$ cat src/design/sib_pkg.sv
// shared types and constants for the sorted insert buffer
`default_nettype none
package sib_pkg;

	localparam int unsigned CAP_W = 5;
	localparam logic [CAP_W-1:0] CAP_RESET = 5'd16;

	typedef enum logic [1:0] {
		S_IDLE = 2'b01,
		S_EMIT = 2'b10
	} state_t;

endpackage
`default_nettype wire

$ cat src/design/sib_if.sv
// request channels of the sorted insert buffer: item, result and capacity write
`default_nettype none
interface sib_item_if #(
	parameter int unsigned VALUE_WIDTH = 16
);
	logic                   valid;
	logic                   ready;
	logic [VALUE_WIDTH-1:0] new_value;

	modport source (output valid, output new_value, input ready);
	modport sink (input valid, input new_value, output ready);
endinterface

interface sib_result_if #(
	parameter int unsigned VALUE_WIDTH = 16,
	parameter int unsigned IDX_W       = 4,
	parameter int unsigned CNT_W       = 5
);
	logic                   valid;
	logic                   ready;
	logic                   accepted;
	logic [VALUE_WIDTH-1:0] entry_value;
	logic [IDX_W-1:0]       entry_index;
	logic [CNT_W-1:0]       entry_count;
	logic                   last_entry;

	modport source (
		output valid, output accepted, output entry_value, output entry_index,
		output entry_count, output last_entry, input ready
	);
	modport sink (
		input valid, input accepted, input entry_value, input entry_index,
		input entry_count, input last_entry, output ready
	);
endinterface

interface sib_cfg_if;
	logic                        valid;
	logic                        ready;
	logic [sib_pkg::CAP_W-1:0]   data;

	modport source (output valid, output data, input ready);
	modport sink (input valid, input data, output ready);
endinterface
`default_nettype wire

$ cat src/design/sib_cell.sv
// one storage cell of the insertion chain
`default_nettype none
module sib_cell #(
	parameter int unsigned VALUE_WIDTH = 16
) (
	input  wire logic                   clk,
	input  wire logic                   ins_en,
	input  wire logic                   beyond,
	input  wire logic [VALUE_WIDTH-1:0] new_value,
	input  wire logic                   left_take,
	input  wire logic [VALUE_WIDTH-1:0] left_value,
	output logic                        take,
	output logic [VALUE_WIDTH-1:0]      value
);

	logic [VALUE_WIDTH-1:0] value_q;

	// slot at or above the insertion point
	assign take  = beyond || ($signed(value_q) > $signed(new_value));
	assign value = value_q;

	always_ff @(posedge clk) begin
		if (ins_en && take) begin
			if (left_take) begin
				value_q <= left_value;
			end else begin
				value_q <= new_value;
			end
		end
	end

endmodule
`default_nettype wire

$ cat src/design/sorted_insert_buffer.sv
// top level of the sorted insert buffer
// flow: an item taken in idle moves the state to emit; results then leave through the output register
// throughput: one result a cycle while result.ready allows, from the single output register that
//   reads one cell per cycle; items are taken only in idle, and the cells are written as an item with room is taken
// reset: arst_n clears the count, capacity (to 16), state and output valid; cell
//   contents are undefined until written
`default_nettype none
module sorted_insert_buffer #(
	parameter int unsigned DEPTH       = 16,
	parameter int unsigned VALUE_WIDTH = 16
) (
	input  wire logic   clk,
	input  wire logic   arst_n,
	sib_item_if.sink    item,
	sib_result_if.source result,
	sib_cfg_if.sink     cfg
);

	localparam int unsigned IDX_W = (DEPTH > 1) ? $clog2(DEPTH) : 1;
	localparam int unsigned CNT_W = $clog2(DEPTH + 1);
	localparam int unsigned CMP_W = (CNT_W > sib_pkg::CAP_W) ? CNT_W : sib_pkg::CAP_W;
	localparam logic [CMP_W-1:0] DEPTH_C = CMP_W'(DEPTH);

	sib_pkg::state_t state_q;

	logic [sib_pkg::CAP_W-1:0] cap_q;
	logic [CNT_W-1:0]          count_q;
	logic                      acc_q;
	logic [IDX_W-1:0]          idx_q;

	logic                   out_valid_q;
	logic                   out_acc_q;
	logic [VALUE_WIDTH-1:0] out_value_q;
	logic [IDX_W-1:0]       out_index_q;
	logic [CNT_W-1:0]       out_count_q;
	logic                   out_last_q;

	logic [CMP_W-1:0] cap_ext;
	logic [CMP_W-1:0] eff_cap;
	logic             has_room;
	logic             item_take;
	logic             ins_en;
	logic             load;
	logic             is_last;

	logic [VALUE_WIDTH-1:0] cell_value [DEPTH];
	logic                   cell_take  [DEPTH];

	assign cap_ext   = CMP_W'(cap_q);
	assign eff_cap   = (cap_ext > DEPTH_C) ? DEPTH_C : cap_ext;
	assign has_room  = CMP_W'(count_q) < eff_cap;
	assign item.ready = (state_q == sib_pkg::S_IDLE);
	assign item_take = item.valid && item.ready;
	assign ins_en    = item_take && has_room;
	assign cfg.ready = 1'b1;

	// insertion chain
	for (genvar i = 0; i < DEPTH; i++) begin : g_cell
		logic beyond;
		assign beyond = CNT_W'(i) >= count_q;
		if (i == 0) begin : g_head
			sib_cell #(.VALUE_WIDTH(VALUE_WIDTH)) u_cell (
				.clk        (clk),
				.ins_en     (ins_en),
				.beyond     (beyond),
				.new_value  (item.new_value),
				.left_take  (1'b0),
				.left_value ('0),
				.take       (cell_take[i]),
				.value      (cell_value[i])
			);
		end else begin : g_body
			sib_cell #(.VALUE_WIDTH(VALUE_WIDTH)) u_cell (
				.clk        (clk),
				.ins_en     (ins_en),
				.beyond     (beyond),
				.new_value  (item.new_value),
				.left_take  (cell_take[i-1]),
				.left_value (cell_value[i-1]),
				.take       (cell_take[i]),
				.value      (cell_value[i])
			);
		end
	end

	assign load    = (state_q == sib_pkg::S_EMIT) && (!out_valid_q || result.ready);
	assign is_last = (count_q == '0) || (CNT_W'(idx_q) + CNT_W'(1) == count_q);

	always_ff @(posedge clk or negedge arst_n) begin
		if (!arst_n) begin
			state_q     <= sib_pkg::S_IDLE;
			cap_q       <= sib_pkg::CAP_RESET;
			count_q     <= '0;
			acc_q       <= 1'b0;
			idx_q       <= '0;
			out_valid_q <= 1'b0;
		end else begin
			if (cfg.valid && cfg.ready) begin
				cap_q <= cfg.data;
			end
			if (result.valid && result.ready && !load) begin
				out_valid_q <= 1'b0;
			end
			unique case (state_q)
				sib_pkg::S_IDLE: begin
					if (item_take) begin
						acc_q   <= has_room;
						idx_q   <= '0;
						state_q <= sib_pkg::S_EMIT;
						if (has_room) begin
							count_q <= count_q + CNT_W'(1);
						end
					end
				end
				sib_pkg::S_EMIT: begin
					if (load) begin
						out_valid_q <= 1'b1;
						if (is_last) begin
							state_q <= sib_pkg::S_IDLE;
						end else begin
							idx_q <= idx_q + IDX_W'(1);
						end
					end
				end
				default: begin
					state_q <= sib_pkg::S_IDLE;
				end
			endcase
		end
	end

	// output register payload
	always_ff @(posedge clk) begin
		if (load) begin
			out_acc_q   <= acc_q;
			out_value_q <= (count_q == '0) ? '0 : cell_value[idx_q];
			out_index_q <= idx_q;
			out_count_q <= count_q;
			out_last_q  <= is_last;
		end
	end

	assign result.valid       = out_valid_q;
	assign result.accepted    = out_acc_q;
	assign result.entry_value = out_value_q;
	assign result.entry_index = out_index_q;
	assign result.entry_count = out_count_q;
	assign result.last_entry  = out_last_q;

`ifndef ASSERT_OFF
	a_count_bound: assert property (@(posedge clk) disable iff (!arst_n)
		CMP_W'(count_q) <= DEPTH_C)
		else $error("held count above depth");

	a_count_step: assert property (@(posedge clk) disable iff (!arst_n)
		ins_en |=> count_q == $past(count_q) + CNT_W'(1))
		else $error("count did not step on insert");

	a_last_index: assert property (@(posedge clk) disable iff (!arst_n)
		(result.valid && result.last_entry) |->
		(result.entry_count == '0 ||
		CNT_W'(result.entry_index) + CNT_W'(1) == result.entry_count))
		else $error("last entry at wrong index");

	a_no_take_while_emit: assert property (@(posedge clk) disable iff (!arst_n)
		(state_q == sib_pkg::S_EMIT) |-> !ins_en)
		else $error("insert during emission");
`endif

endmodule
`default_nettype wire

$ cat src/flat_wrapper.sv
// flat-port wrapper written by rule: the top's interface ports become plain ports
module sorted_insert_buffer_flat 
#(
	parameter int unsigned DEPTH       = 16,
	parameter int unsigned VALUE_WIDTH = 16
)
  (clk, arst_n, item_valid, item_new_value, item_ready, result_valid, result_accepted, result_entry_value, result_entry_index, result_entry_count, result_last_entry, result_ready, cfg_valid, cfg_data, cfg_ready);
  sib_item_if #(.VALUE_WIDTH(VALUE_WIDTH)) item_i ();
  sib_result_if #(.VALUE_WIDTH(VALUE_WIDTH)) result_i ();
  sib_cfg_if cfg_i ();
  input  wire logic clk;
  input  wire logic arst_n;
  input wire logic [$bits(item_i.valid)-1:0] item_valid;
  input wire logic [$bits(item_i.new_value)-1:0] item_new_value;
  output wire logic [$bits(item_i.ready)-1:0] item_ready;
  output wire logic [$bits(result_i.valid)-1:0] result_valid;
  output wire logic [$bits(result_i.accepted)-1:0] result_accepted;
  output wire logic [$bits(result_i.entry_value)-1:0] result_entry_value;
  output wire logic [$bits(result_i.entry_index)-1:0] result_entry_index;
  output wire logic [$bits(result_i.entry_count)-1:0] result_entry_count;
  output wire logic [$bits(result_i.last_entry)-1:0] result_last_entry;
  input wire logic [$bits(result_i.ready)-1:0] result_ready;
  input wire logic [$bits(cfg_i.valid)-1:0] cfg_valid;
  input wire logic [$bits(cfg_i.data)-1:0] cfg_data;
  output wire logic [$bits(cfg_i.ready)-1:0] cfg_ready;
  assign item_i.valid = item_valid;
  assign item_i.new_value = item_new_value;
  assign item_ready = item_i.ready;
  assign result_valid = result_i.valid;
  assign result_accepted = result_i.accepted;
  assign result_entry_value = result_i.entry_value;
  assign result_entry_index = result_i.entry_index;
  assign result_entry_count = result_i.entry_count;
  assign result_last_entry = result_i.last_entry;
  assign result_i.ready = result_ready;
  assign cfg_i.valid = cfg_valid;
  assign cfg_i.data = cfg_data;
  assign cfg_ready = cfg_i.ready;
  sorted_insert_buffer #(.DEPTH(DEPTH), .VALUE_WIDTH(VALUE_WIDTH)) u_core (.clk(clk), .arst_n(arst_n), .item(item_i), .result(result_i), .cfg(cfg_i));
endmodule
$ cat config.mk
export PLATFORM = sky130hd
export DESIGN_NAME = sorted_insert_buffer_flat
export DESIGN_NICKNAME = d
export VERILOG_FILES = /design/src/design/sib_pkg.sv /design/src/design/sib_if.sv /design/src/design/sib_cell.sv /design/src/design/sorted_insert_buffer.sv /design/src/flat_wrapper.sv
export SDC_FILE = /design/constraint.sdc
export NUM_CORES = 1
export LEC_CHECK = 0
export BUFFER_PORTS_ARGS = -buffer_cell sky130_fd_sc_hd__buf_4
export CAP_MARGIN = 15
export CORE_ASPECT_RATIO = 1.2
export CORE_UTILIZATION = 50
export CTS_CLUSTER_SIZE = 12
export DETAILED_ROUTE_END_ITERATION = 10
export GPL_ROUTABILITY_DRIVEN = 0
export PLACE_DENSITY = 0.67
export SETUP_SLACK_MARGIN = 0.15
export SYNTH_ARGS = -nofsm -noshare
export SYNTH_HDL_FRONTEND = slang
export SYNTH_SLANG_ARGS = --single-unit
$ cat constraint.sdc
create_clock -name clk -period 11.3 [get_ports clk]
set_input_delay 0.565 -clock clk [delete_from_list [all_inputs] [get_ports clk]]
set_output_delay 0.565 -clock clk [all_outputs]
set_load 0.03 [all_outputs]
# == Yosys cells after proc, flatten, opt, wreduce, memory -nomap -nowiden ==
# Cells that the tools add are included.
# word_totals
reg_bits,301
output_inout_bits,30
wordCells,150
# classes
addsub,3
n_lt_le_gt_ge,35
n_eq_ne,7
mux,30
n_bitwise,1
reduce_logical,47
# ops
operator,n
16-bit two-way mux,17
16-bit greater-than comparator,16
16-bit binary-select mux with 4-bit select,1
4-bit by 5-bit >= comparator with 1-bit output (first input constant),8
1-bit logical AND,21
3-bit by 5-bit >= comparator with 1-bit output (first input constant),4
1-bit logical OR,18
4-bit two-way mux,3
1-bit by 5-bit >= comparator with 1-bit output (first input constant),2
2-bit by 5-bit >= comparator with 1-bit output (first input constant),2
4-bit one-hot mux with 2 select lines,1
2-bit two-way mux,3
3-bit AND reduction,2
4-bit by 1-bit adder with 5-bit output (second input constant),1
5-bit by 1-bit adder with 5-bit output (second input constant),1
5-bit equality test,1
5-bit >= comparator (second input constant),1
5-bit greater-than comparator (second input constant),1
5-bit logical NOT,1
5-bit less-than comparator,1
5-bit two-way mux,1
4-bit inverter with 5-bit output,1
4-bit by 1-bit adder with 4-bit output (second input constant),1
2-bit by 1-bit inequality test with 1-bit output (second input constant),2
other kinds (9),13

# == Depth between registers and ports, before layout ==
# depth
ltp_word,8
ltp_mapped,11
mapped_depth_nobuf,9

# == By module ==
# Synthesis repeated with hierarchy kept, for this count alone.
# hier_totals
hier_cells,2098
area_unflattened_um2,22071.2
# by_module_without_submodules
mod,instances,cells_per_inst,area_per_inst_um2
sib_cell,16,114,1124.8
sorted_insert_buffer,1,274,4073.9

# == Worst setup path after synthesis ==
# No wires, ideal clock.
# synth_path
kind,input to register
from,input port item_new_value[1]
to,"register u_core.g_cell[15].g_body.u_cell.value_q[0], enable pin"
setup_ns,0.430
arrival_time_ns,3.663
path_slack_ns,7.207
path_stages,9
n_path_buf,0
path_cell_list,inv_1 ha_1 nor2b_1 o21a_1 o21a_1 o21ai_0 a21oi_1 o211a_1 nor4_1
# synth_between
elab_chain_cells,3
# synth_lines
item,line_no,rtl
"start, declared",flat_wrapper.sv:14,input wire logic [$bits(item_i.new_value)-1:0] item_new_value;
16-bit greater-than comparator,sib_cell.sv:19,assign take = beyond || ($signed(value_q) > $signed(new_value));
1-bit logical OR,sib_cell.sv:19,
1-bit logical AND,sib_cell.sv:23,if (ins_en && take) begin
"end signal, assigned",sib_cell.sv:25,value_q <= left_value;
"end signal, assigned",sib_cell.sv:27,value_q <= new_value;
"end, declared",sib_cell.sv:16,logic [VALUE_WIDTH-1:0] value_q;
# Every way passes these cells.
# A chain may end at the register's enable or synchronous reset.

# == Final worst setup path ==
# layout_path
from,input port item_new_value[13]
to,"register u_core.g_cell[3].g_body.u_cell.value_q[12], enable pin"
# layout_between
elab_chain_cells,3
# layout_lines
item,line_no
16-bit greater-than comparator,sib_cell.sv:19
1-bit logical OR,sib_cell.sv:19
1-bit logical AND,sib_cell.sv:23
"end signal, assigned",sib_cell.sv:25
"end signal, assigned",sib_cell.sv:27
"end, declared",sib_cell.sv:16
# Every way passes these cells.

==> run summary <==
In the final layout, the multi-input gates occupy 11,070 sq um. After synthesis, the share of flip-flops with an asynchronous set or reset is 5.980%. The largest fanout on the critical path works out to 18. At the worst endpoint, the required time is 11.45 ns. CTS saw 301 sinks.

The mapped netlist covers 20,530 sq um. The sequential fraction of the synthesis area is 43.60%, and the post-route fraction of the period consumed by the critical path is 42.61%. The worst setup path is captured at a flip-flop.

The most used flip-flop cell after synthesis is sky130_fd_sc_hd__edfxtp_1. Antenna diode count: 0. At the pin with the least slew margin, the transition time is 1.230 ns. Cells with a size suffix above 1 make up 28.38% of the layout.

In the final design database the tool counted 1,930 nets. For this block, wires on met1 add up to 23.44 mm. The cell family contributing the most delay on the critical path is simple AND/OR/NAND/NOR gates. The path category of the worst min-delay check was in2reg. Setup slack on the worst reg-to-reg path comes out at 6.82 ns. After the flow finishes, the layout carries non-filler instances totaling 2,196. Wire length on met2: 32.10 mm. In this run the tool buffered the top-level ports with 54 buffer cells. Setup repair after global routing left no endpoint under its margin. Post-CTS timing repair inserted 0 buffers for setup.

The die is 187.0 microns wide. The netlist uses 83 different library cells. The logs give 8956 sq um for the register area and 0 for the number of remaining DRC errors.

Among all cell types in the netlist, the one instantiated most often is sky130_fd_sc_hd__edfxtp_1. By area the synthesized netlist is led by sky130_fd_sc_hd__edfxtp_1 41%, sky130_fd_sc_hd__ha_1 16%, sky130_fd_sc_hd__mux2_2 11%. Counting along the longest clock path gives a buffer depth of 3. Power density over the cells: 264.4 nW/um^2.

The run finished with clean final reports. The type of the worst setup path is in2reg. The detailed router finished its first iteration with 1,346 violations. The root buffer selected by CTS was sky130_fd_sc_hd__clkbuf_16. For the overall track demand over capacity in global routing, the log shows 31.62%. Counting tap cells, the placed design contains a total of 2,132 instances. The combined buffer and inverter count along the critical path is 2, and the leakage component of the power is 8.675 nW. The critical path goes through buf_4 > inv_1 > ha_1 > a21oi_1 > o21ai_0 > a32o_1 > nor4_1 > mux2i_1 > or2_0 > and2_1. The tools report the clock tree skew after final layout as 0.01887 ns. The worst pin sits at a relative slew slack of 17.92%.

The logs give 1,861 for the synthesized net count and 56 for the I/O pin total. Using the TritonRoute via totals, the vias-per-cell ratio works out to 6.793. The tools report the number of global-route vias before repair as 14,890.

The number of iterations in the first detailed-routing pass was 5; the achievable clock frequency was 207.7 MHz. For this design, the slowest cell found on the critical path is sky130_fd_sc_hd__and2_1. The remaining global-route overflow was 0; the HPWL after detailed placement was 48.28 mm.

The number of antenna-violating nets in the routed design is 0. The biggest area contributor in the post-synthesis netlist is sky130_fd_sc_hd__edfxtp_1. The number of flops mapped to enable cells by yosys is 283, and the maximum number of pins on one net before global-route repair is 48.

The area fraction of the dominant cell type after synthesis is 41.39%. By count the netlist is led by 283 x sky130_fd_sc_hd__edfxtp_1, 264 x sky130_fd_sc_hd__ha_1, 201 x sky130_fd_sc_hd__mux2_2. Count of standard-cell rows: 80. The core region is 40,140 sq um.

Count of final max-slew check failures: 0. The die is 224.0 microns tall. The clock reaches the later pin of the worst-skew pair after 0.54 ns.

At the worst endpoint, the arrival time is 4.96 ns. STA classifies the critical path startpoint as an input pin. In this run the number of H-tree levels came out at 2.

The first global-routing pass estimated 96.60 mm of wire. TritonCTS created 36 clock buffers. The number of buffers inserted by hold repair at cts is 1, and the post-synthesis average cell area is 13.07 sq um.

The tools report the number of antenna violations at the first check in global routing as 1. Number of synthesized register bits: 301. The stage delay of the slowest cell on the critical path came out at 0.91 ns.

For the count of endpoints failing hold in the final timing report, the log shows 0. The run gives 5.272 mm as the wire length on met3. The highest signal layer in the routed design is met4. In the synthesized netlist, the number of instances is 1,571. The post-CTS clock slew at the launch and capture registers of the worst setup and hold paths came out at 0.06 ns.

The tools report the number of vias in the routed layout as 14,920. The average wire length per cell after detail routing came out at 29.96 microns. TritonCTS built the clock tree.

The aggregate routed wire length was 65.80 mm. The logs give 3,174 for the number of fillers in the final layout and 0.1390 mV for the largest voltage drop on the vdd net. Once the clock tree was built, the resizer swapped 0 gates to a different size.

The sum of negative setup slack was 0 ns. From synthesis to final layout, the design area changed by 11.33%. The post-route minimum period is 4.814 ns, and the effective utilization at floorplan is 51.15%. Across the run, the number of max-cap violations was 0. Setup violations remaining at the end of the flow were counted as 0. Yosys printed 0 warnings. The tools report the die outline area as 41,880 sq um.
[per-stage QoR]
| stage | setup slack [ns] | hold slack [ns] | util [%] | cell area, sq um | power (mW) |
|---|---|---|---|---|---|
| 6_report | 6.486 | 0.2082 | 56.95 | 22860 | 6.045 |
| 5_1_grt | 6.149 | 0.2212 | 56.95 | 22860 | 6.297 |
| 4_1_cts | 6.514 | 0.1977 | 56.89 | 22830 | 5.993 |
| 3_5_place_dp | 5.992 | 0.4394 | 53.86 | 21620 | 4.774 |
| 3_3_place_gp | 6.168 | 0.4345 | 53.86 | 21620 | 4.698 |
| 2_1_floorplan | 7.207 | 0.2694 | - | 20530 | 3.815 |
[cell families (layout without fill, tap and decap cells)]
family / after synthesis / in the layout / synth area share [%]
AOI/OAI and AO/OA: 294 / 294 / 9.001
DFF: 301 / 301 / 43.60
xor gates and xnor gates: 8 / 8 / 0.3413
other: 1 / 1 / 0.01826
and+or+nand+nor: 279 / 279 / 7.307
adders and majority gates: 264 / 264 / 16.09
muxes: 301 / 301 / 21.02
buffers and inverters: 123 / 215 / 2.633
[layout make-up]
type                    count  area share, %
well taps                 533          2.917
repair buffers             99          3.311
clock buffers              48          4.319
multi-input cells        1147          48.42
inverters                  55         0.9031
clock inverters            13         0.9469
flip-flops and latches    301          39.18
[worst reg2reg max path: cells and delay by family (launching register included)]
kind	cells	cell delay (ns)
simple gates	5	2.27
fa+ha+maj	1	0.35
flops	1	0.49
mux	1	0.77
compound gates	1	0.22
[layout by cell type, fill, tap and decap left out, drive strengths merged, types with 5 or more instances in the layout]
cell type and instances:
edfxtp 283, ha 264, mux2 214, buf 98, o21ai 96, a21oi 88, mux4 80, nand2 69
inv 55, nand4 51, clkbuf 48, nor2 38, nor2b 35, a21o 25, nor3 18, dfrtp 16
o211ai 15, nor4 13, a211oi 11, nand3 10, a31oi 10, or2 10, and2 9, a2111oi 8
mux2i 7, nand2b 7, xnor2 6, bufinv 6, clkinv 6, o21a 5, and4 5, a21boi 5
[state kept, by name, summed over array words and instances (netlist names)]
register                           count
u_core.acc_q                           1
u_core.cap_ext                         5
u_core.result.entry_count              5
u_core.state_q                         2
u_core.g_cell.g_head.u_cell.value     16
u_core.idx_q                           4
u_core.count_q                         5
u_core.result.entry_value             16
u_core.g_cell.g_body.u_cell.value    240
u_core.result.last_entry               1
u_core.result.accepted                 1
u_core.result.valid                    1
u_core.result.entry_index              4
[report_power, final]
group          switching, mW  total, mW  leakage [nW]  internal [mW]
Combinational           1.44       2.60          5.26           1.15
Clock                  0.467       1.22         0.587          0.748
Sequential             0.418       2.23          2.82           1.82
[path summary, 6_finish.rpt]
check | from | to | cells past startpoint
max | item_new_value[13] | u_core.g_cell[3].g_body.u_cell.value[12] | 10
min | item_valid | u_core.idx_q[1] | 2
max reg2reg | u_core.g_cell[3].g_body.u_cell.value[12] | u_core.g_cell[3].g_body.u_cell.value[12] | 8
min reg2reg | u_core.acc_q | u_core.result.accepted | 0
max in group asynchronous | arst_n | u_core.state_q[0] | 2
min in group asynchronous | arst_n | u_core.count_q[4] | 2
[metal layers]
layer / vias up / global-route usage (%)
met4: 0 / 20.84
li1: 6394 / -
met5: - / 0
met3: 256 / 5.687
met1: 7464 / 36.34
met2: 803 / 54.21
Note: power is estimated with default switching activity, not from simulation.
